### src/rtl/snl_pkg.sv
// Shared types, constants and helpers for the pixel static nonlinearity.
// Used by every module of the block; depends on nothing else.
`default_nettype none

package snl_pkg;

    localparam int FRAC_BITS = 16;
    localparam int DATA_W    = 32;
    localparam int LOG_FRAC  = 24;
    localparam int EXP_TERMS = 14;
    localparam int DIV_STEPS = 32;
    localparam int Z_W       = FRAC_BITS + 8;
    localparam int LG_W      = 6 + LOG_FRAC;
    localparam int NUM_W     = DATA_W + FRAC_BITS;
    localparam int EX_W      = 63;

    localparam logic [29:0]        LN2_Q30   = 30'd744261118;
    localparam logic signed [31:0] LOG2E_Q30 = 32'sd1549082005;

    // Reciprocals floor(2^32 / n) for the series divisors n = 1 .. 14.
    localparam logic [32:0] RECIP [1:EXP_TERMS] = '{
        33'((64'd1 << 32) / 1),  33'((64'd1 << 32) / 2),  33'((64'd1 << 32) / 3),
        33'((64'd1 << 32) / 4),  33'((64'd1 << 32) / 5),  33'((64'd1 << 32) / 6),
        33'((64'd1 << 32) / 7),  33'((64'd1 << 32) / 8),  33'((64'd1 << 32) / 9),
        33'((64'd1 << 32) / 10), 33'((64'd1 << 32) / 11), 33'((64'd1 << 32) / 12),
        33'((64'd1 << 32) / 13), 33'((64'd1 << 32) / 14)
    };

    typedef enum logic [1:0] {
        MODE_POLY = 2'd0,
        MODE_PASS = 2'd1,
        MODE_SYM  = 2'd2,
        MODE_STD  = 2'd3
    } mode_t;

    typedef enum logic [2:0] {
        REG_MODE   = 3'd0,
        REG_CLAMP  = 3'd1,
        REG_LEVEL  = 3'd2,
        REG_SLOPE  = 3'd3,
        REG_BIAS   = 3'd4,
        REG_POWER  = 3'd5
    } reg_idx_t;

    typedef struct packed {
        mode_t              mode;
        logic               clamp_en;
        logic signed [31:0] clamp_level;
        logic signed [31:0] slope;
        logic signed [31:0] bias;
        logic signed [31:0] power;
    } cfg_t;

    // Per-beat sideband that travels down the pipeline with the data.
    typedef struct packed {
        logic              force_en;
        logic [DATA_W-1:0] force_val;
        logic              inv;
        logic              neg;
    } side_t;

    function automatic logic [DATA_W-1:0] sat32(input logic [65:0] v);
        logic signed [65:0] sv;
        sv = $signed(v);
        if (sv > 66'sd2147483647)
        begin
            return 32'h7FFF_FFFF;
        end
        if (sv < -66'sd2147483648)
        begin
            return 32'h8000_0000;
        end
        return sv[31:0];
    endfunction

endpackage

`default_nettype wire

### src/rtl/snl_front.sv
// Front end: clamp and slope multiply, base or sigmoid exponent, log2 normalise.
// Depends on snl_pkg.
`default_nettype none

module snl_front (
    input  wire logic                   clk,
    input  wire logic                   rst_n,
    input  wire logic                   advance,
    input  wire snl_pkg::cfg_t          cfg,
    input  wire logic                   in_valid,
    input  wire logic signed [31:0]     pixel_in,
    output logic                        out_valid,
    output logic [31:0]                 out_m,
    output logic [4:0]                  out_k,
    output logic signed [snl_pkg::Z_W-1:0] out_z,
    output snl_pkg::side_t              out_side
);
    import snl_pkg::*;

    localparam logic signed [65:0] Z_LIM = 66'sd64 <<< FRAC_BITS;

    // Stage 1: clamp, operand select and multiply.
    logic signed [31:0] xc;
    logic signed [32:0] v;
    logic signed [64:0] s1_prod_next;
    logic signed [64:0] s1_prod_reg;
    logic signed [31:0] s1_x_reg;
    logic               s1_valid_reg;

    always_comb
    begin
        xc = pixel_in;
        if (cfg.mode == MODE_POLY && cfg.clamp_en && pixel_in < cfg.clamp_level)
        begin
            xc = cfg.clamp_level;
        end
        if (cfg.mode == MODE_SYM && pixel_in[31])
        begin
            v = -33'(pixel_in);
        end
        else
        begin
            v = 33'(xc);
        end
        s1_prod_next = 65'(v) * 65'(cfg.slope);
    end

    always_ff @(posedge clk or negedge rst_n)
    begin
        if (!rst_n)
        begin
            s1_valid_reg <= 1'b0;
        end
        else if (advance)
        begin
            s1_valid_reg <= in_valid;
        end
    end

    always_ff @(posedge clk)
    begin
        if (advance)
        begin
            s1_prod_reg <= s1_prod_next;
            s1_x_reg    <= pixel_in;
        end
    end

    // Stage 2: floor shift, saturating base, sigmoid exponent and special cases.
    logic signed [64:0]    sh;
    logic [31:0]           bm;
    logic signed [65:0]    bsum;
    logic signed [31:0]    b_next;
    logic signed [65:0]    zw;
    logic signed [Z_W-1:0] s2_z_next;
    logic [31:0]           s2_mag_next;
    side_t                 s2_side_next;
    logic [31:0]           s2_mag_reg;
    logic signed [Z_W-1:0] s2_z_reg;
    side_t                 s2_side_reg;
    logic                  s2_valid_reg;

    always_comb
    begin
        sh     = s1_prod_reg >>> FRAC_BITS;
        bm     = sat32(66'(sh));
        bsum   = 66'($signed(bm)) + 66'(cfg.bias);
        b_next = $signed(sat32(bsum));
        zw     = 66'(cfg.bias) - 66'(sh);
        if (zw > Z_LIM)
        begin
            zw = Z_LIM;
        end
        else if (zw < -Z_LIM)
        begin
            zw = -Z_LIM;
        end
        s2_z_next   = Z_W'(zw);
        s2_mag_next = b_next[31] ? (~b_next + 32'd1) : b_next;

        s2_side_next = '0;
        unique case (cfg.mode)
            MODE_POLY:
            begin
                s2_side_next.neg = b_next[31] & cfg.power[FRAC_BITS];
                if (cfg.power == 32'sd0)
                begin
                    s2_side_next.force_en  = 1'b1;
                    s2_side_next.force_val = 32'd1 << FRAC_BITS;
                end
                else if (b_next == 32'sd0)
                begin
                    s2_side_next.force_en = 1'b1;
                    s2_side_next.inv      = cfg.power[31];
                end
                else if (b_next[31] && (|cfg.power[FRAC_BITS-1:0]))
                begin
                    s2_side_next.force_en = 1'b1;
                    s2_side_next.inv      = 1'b1;
                end
            end
            MODE_PASS:
            begin
                s2_side_next.force_en  = 1'b1;
                s2_side_next.force_val = s1_x_reg;
            end
            MODE_SYM:
            begin
                s2_side_next.neg = s1_x_reg[31] ^ cfg.power[31];
                if (s1_x_reg == 32'sd0)
                begin
                    s2_side_next.force_en = 1'b1;
                end
            end
            MODE_STD:
            begin
                s2_side_next.neg = cfg.power[31];
            end
            default:
            begin
                s2_side_next = '0;
            end
        endcase
    end

    always_ff @(posedge clk or negedge rst_n)
    begin
        if (!rst_n)
        begin
            s2_valid_reg <= 1'b0;
        end
        else if (advance)
        begin
            s2_valid_reg <= s1_valid_reg;
        end
    end

    always_ff @(posedge clk)
    begin
        if (advance)
        begin
            s2_mag_reg  <= s2_mag_next;
            s2_z_reg    <= s2_z_next;
            s2_side_reg <= s2_side_next;
        end
    end

    // Stage 3: leading-one position and mantissa normalisation.
    logic [4:0]  s3_k_next;
    logic [31:0] s3_m_next;
    logic [4:0]  s3_k_reg;
    logic [31:0] s3_m_reg;
    logic signed [Z_W-1:0] s3_z_reg;
    side_t       s3_side_reg;
    logic        s3_valid_reg;

    always_comb
    begin
        s3_k_next = 5'd0;
        for (int i = 0; i < 32; i++)
        begin
            if (s2_mag_reg[i])
            begin
                s3_k_next = 5'(i);
            end
        end
        s3_m_next = s2_mag_reg << (5'd31 - s3_k_next);
    end

    always_ff @(posedge clk or negedge rst_n)
    begin
        if (!rst_n)
        begin
            s3_valid_reg <= 1'b0;
        end
        else if (advance)
        begin
            s3_valid_reg <= s2_valid_reg;
        end
    end

    always_ff @(posedge clk)
    begin
        if (advance)
        begin
            s3_k_reg    <= s3_k_next;
            s3_m_reg    <= s3_m_next;
            s3_z_reg    <= s2_z_reg;
            s3_side_reg <= s2_side_reg;
        end
    end

    assign out_valid = s3_valid_reg;
    assign out_m     = s3_m_reg;
    assign out_k     = s3_k_reg;
    assign out_z     = s3_z_reg;
    assign out_side  = s3_side_reg;

endmodule

`default_nettype wire

### config.mk
export PLATFORM = sky130hd
export DESIGN_NAME = snl_front
export DESIGN_NICKNAME = d
export VERILOG_FILES = /design/src/rtl/snl_pkg.sv /design/src/rtl/snl_front.sv
export SDC_FILE = /design/constraint.sdc
export NUM_CORES = 2
export LEC_CHECK = 0
export BUFFER_PORTS_ARGS = -buffer_cell sky130_fd_sc_hd__buf_2
export CAP_MARGIN = 30
export CORE_MARGIN = 3
export CORE_UTILIZATION = 44
export CTS_BUF_LIST = sky130_fd_sc_hd__clkbuf_16
export DETAILED_ROUTE_END_ITERATION = 6
export HOLD_SLACK_MARGIN = 0.08
export PLACE_DENSITY = 0.62
export SKIP_CTS_REPAIR_TIMING = 1
export SLEW_MARGIN = 30
export SYNTH_ARGS = -nofsm -noshare
export SYNTH_HDL_FRONTEND = slang
export SYNTH_SLANG_ARGS = --single-unit
### constraint.sdc
create_clock -name clk -period 12.8 [get_ports clk]
set_input_delay 1.28 -clock clk [delete_from_list [all_inputs] [get_ports clk]]
set_output_delay 1.28 -clock clk [all_outputs]
set_load 0.01 [all_outputs]
==> results.md <==
- Register area: 8120 um2
- WP data arrival: 12.73 ns
- Most frequent CP cell: fa_1
- Global placement routability congestion: 0.945
- Yosys top cell area share: 39.9%
- TritonCTS clock tree: built
- Placement Cell Area: 59300 um2
- Slew headroom: 28.8%
- CTS clk-pin slew, worst paths: 0.07 ns
- Drt pass-1 iters: 6
- Top cells by count, synth: 1207 x inv_1, 1113 x fa_1, 651 x nand2_1
- Max FFs per register: 49
- Avg Synthesized Cell Area: 9.36 um2
- Final setup vio count: 0
- Final instance area: 60300 um2
- Vias in the first global route: 44.5k
- Seq/Total Area, Yosys: 14.6%
- Cell Rows: 130
- Core ar.: 126000 um2
- Syn Nets: 7539
- Share of cells above drive strength 1: 8.74%
- Cell variety after synth: 84
- Post-DP HPWL: 141 mm
- EDFF count, synth: 268
- Die ar.: 131000 um2
- Clk sinks: 271
- Actual slew at the worst max-slew pin: 1.06 ns
- Grt total ovfl: 0
- DRT Wirelength: 173 mm
- Slowest stage delay, CP: 0.83 ns
- Die X: 362 um
- Worst hold slack: 0.416 ns
- Global-route wire length before repair: 266 mm
- Filler cells: 12.0k
- Iter 0 DRT Violations: 3366
- Die Y: 362 um
- PortBufs: 263
- Clock root buffer: clkbuf_16
- RSZ-0062 raised after global routing: no
- Crit Path Category: primary input to flop
- Fin Clk Skew: 0.0223 ns
- Total GRT Usage: 26.3%
- Final hold vios: 0
- Yosys top cell by area: fa_1
- Slowest CP cell: a311oi_1
- Tcrit/Tclk final: 96.6%
- CP max FO: 28
- Starting density of the core: 44.4%
- Vias: 42.7k
- Req. time, crit path: 13.16 ns
- Element type at the critical path start: primary input
- Routed wire per std cell: 22.2 um
- #FFs+latches synth: 271
- Final Max Tran Viols: 0
- Multi-input gate area: 42400 um2
- Max Cap Viol: 0
- DRC Markers: 0
- YS warnings: 0
- Post-DR vias/cell: 5.49
- TritonCTS buffer count: 26
- Initial antenna violation count: 19
- Largest net degree at the start of global routing: 147
- Synth async-reset ratio: 1.11%
- Clock Path Buffers: 3
- Most frequent cell after synthesis: inv_1
- Min cycle time layout: 12.36 ns
- R2R setup slack: 4.93 ns
- F_max: 80.9 MHz
- Htree depth: 1
- Outcome: finished, final reports clean
- Layout area overhead: 8.14%
- Synth top area cells: fa_1 40%, edfxtp_1 14%, inv_1 8.1%, ha_1 6.6%, and2_1 6.5%
- I/O pin count: 264
- Final net count: 7663
- Mapped cell area: 55800 um2
- Main flop type after synthesis: edfxtp_1
- Endpoint class of the critical path: flop
- Cell count after synthesis: 5963
- Tightest Hold Check Type: flop to flop
- Post-route ant nets: 0
- Worst skew pair latency: 0.57 ns
cell type report:
type | instances | area share [%]
diodes | 15 | 0.0622
clock buffers | 27 | 1.12
clock inverters | 21 | 0.431
inverters | 1208 | 7.51
multi-input cells | 4197 | 70.2
flip-flops and latches | 271 | 13.5
well taps | 1650 | 3.42
repair buffers | 383 | 3.79
critical path: cells and delay by family:
| family | cells | cell delay (ns) |
|---|---|---|
| XOR/XNOR | 1 | 0.27 |
| adder cells (fa/ha/maj) | 10 | 4.51 |
| AO/OA/AOI/OAI | 11 | 4.15 |
| buffers and inverters | 8 | 1.18 |
| AND/OR/NAND/NOR | 6 | 1.30 |
per-layer routing:
layer	up-vias	wire [um]	global-route usage [%]
li1	18868	-	-
met1	21857	73500	36.4
met2	1671	80000	42.9
met3	263	12700	3.57
met4	6	6430	8.47
met5	-	32	0
layout by cell type, fill, tap and decap left out, types with 11 or more instances in the layout:
cell type  netlist  final
a211oi_1        17     15
a21o_1          75     75
a21oi_1        209    201
a21oi_2         18     26
a221oi_1        11     11
a31oi_1         21     20
and2_1         583    582
and3_1          21     21
buf_2            0    262
buf_4            1    116
clkbuf_16        0     27
diode_2          0     15
edfxtp_1       268    268
fa_1          1113   1112
ha_1           296    296
inv_1         1207   1209
mux2_2          13     13
mux2i_1         72     71
nand2_1        651    650
nand2b_1        26     26
nand3_1         49     49
nand4_1         37     37
nor2_1         253    245
nor2b_1         23     22
nor3_1          51     51
nor4_1          44     43
o211ai_1        20     20
o21a_1          24     24
o21ai_0        150    150
o21bai_1        27     27
o22ai_1         12     12
o31ai_1         19     18
or2_2           14     14
or3_1           19     19
or4_1           14     14
xnor2_1         93     92
xor2_1          50     49
per-stage QoR:
step	setup WS (ns)	utilization, %	setup TNS, ns	cells
finish	0.437	48.0	0	7772
CTS	0.153	47.9	0	7752
global route	0.00388	48.0	0	7757
floorplan	1.47	-	0	5963
detailed placement	-0.448	47.2	-4.33	7704
global placement	-0.359	47.1	-3.28	7704
worst paths after layout:
check	start	to	cells past startpoint
worst max register to register	s1_prod_reg[50]	s2_side_reg[1]	27
max in group asynchronous	rst_n	s2_valid_reg	1
worst min-delay path	s2_side_reg[11]	out_side[11]	0
worst max-delay path	pixel_in[31]	s1_prod_reg[42]	36
worst min register to register	s2_side_reg[11]	out_side[11]	0
min in group asynchronous	rst_n	out_valid	1
cell families after synthesis:
group	Yosys count	synth area share (%)
fa+ha+maj	1409	46.6
flops	271	14.6
xor+xnor	143	2.24
mux	85	1.55
compound gates	734	8.59
simple gates	1826	16.4
buf+inv	1495	10.1
Power is left out: the tool's default activity adds up to more than one toggle a clock period on the data nets, which glitch-free logic cannot reach.
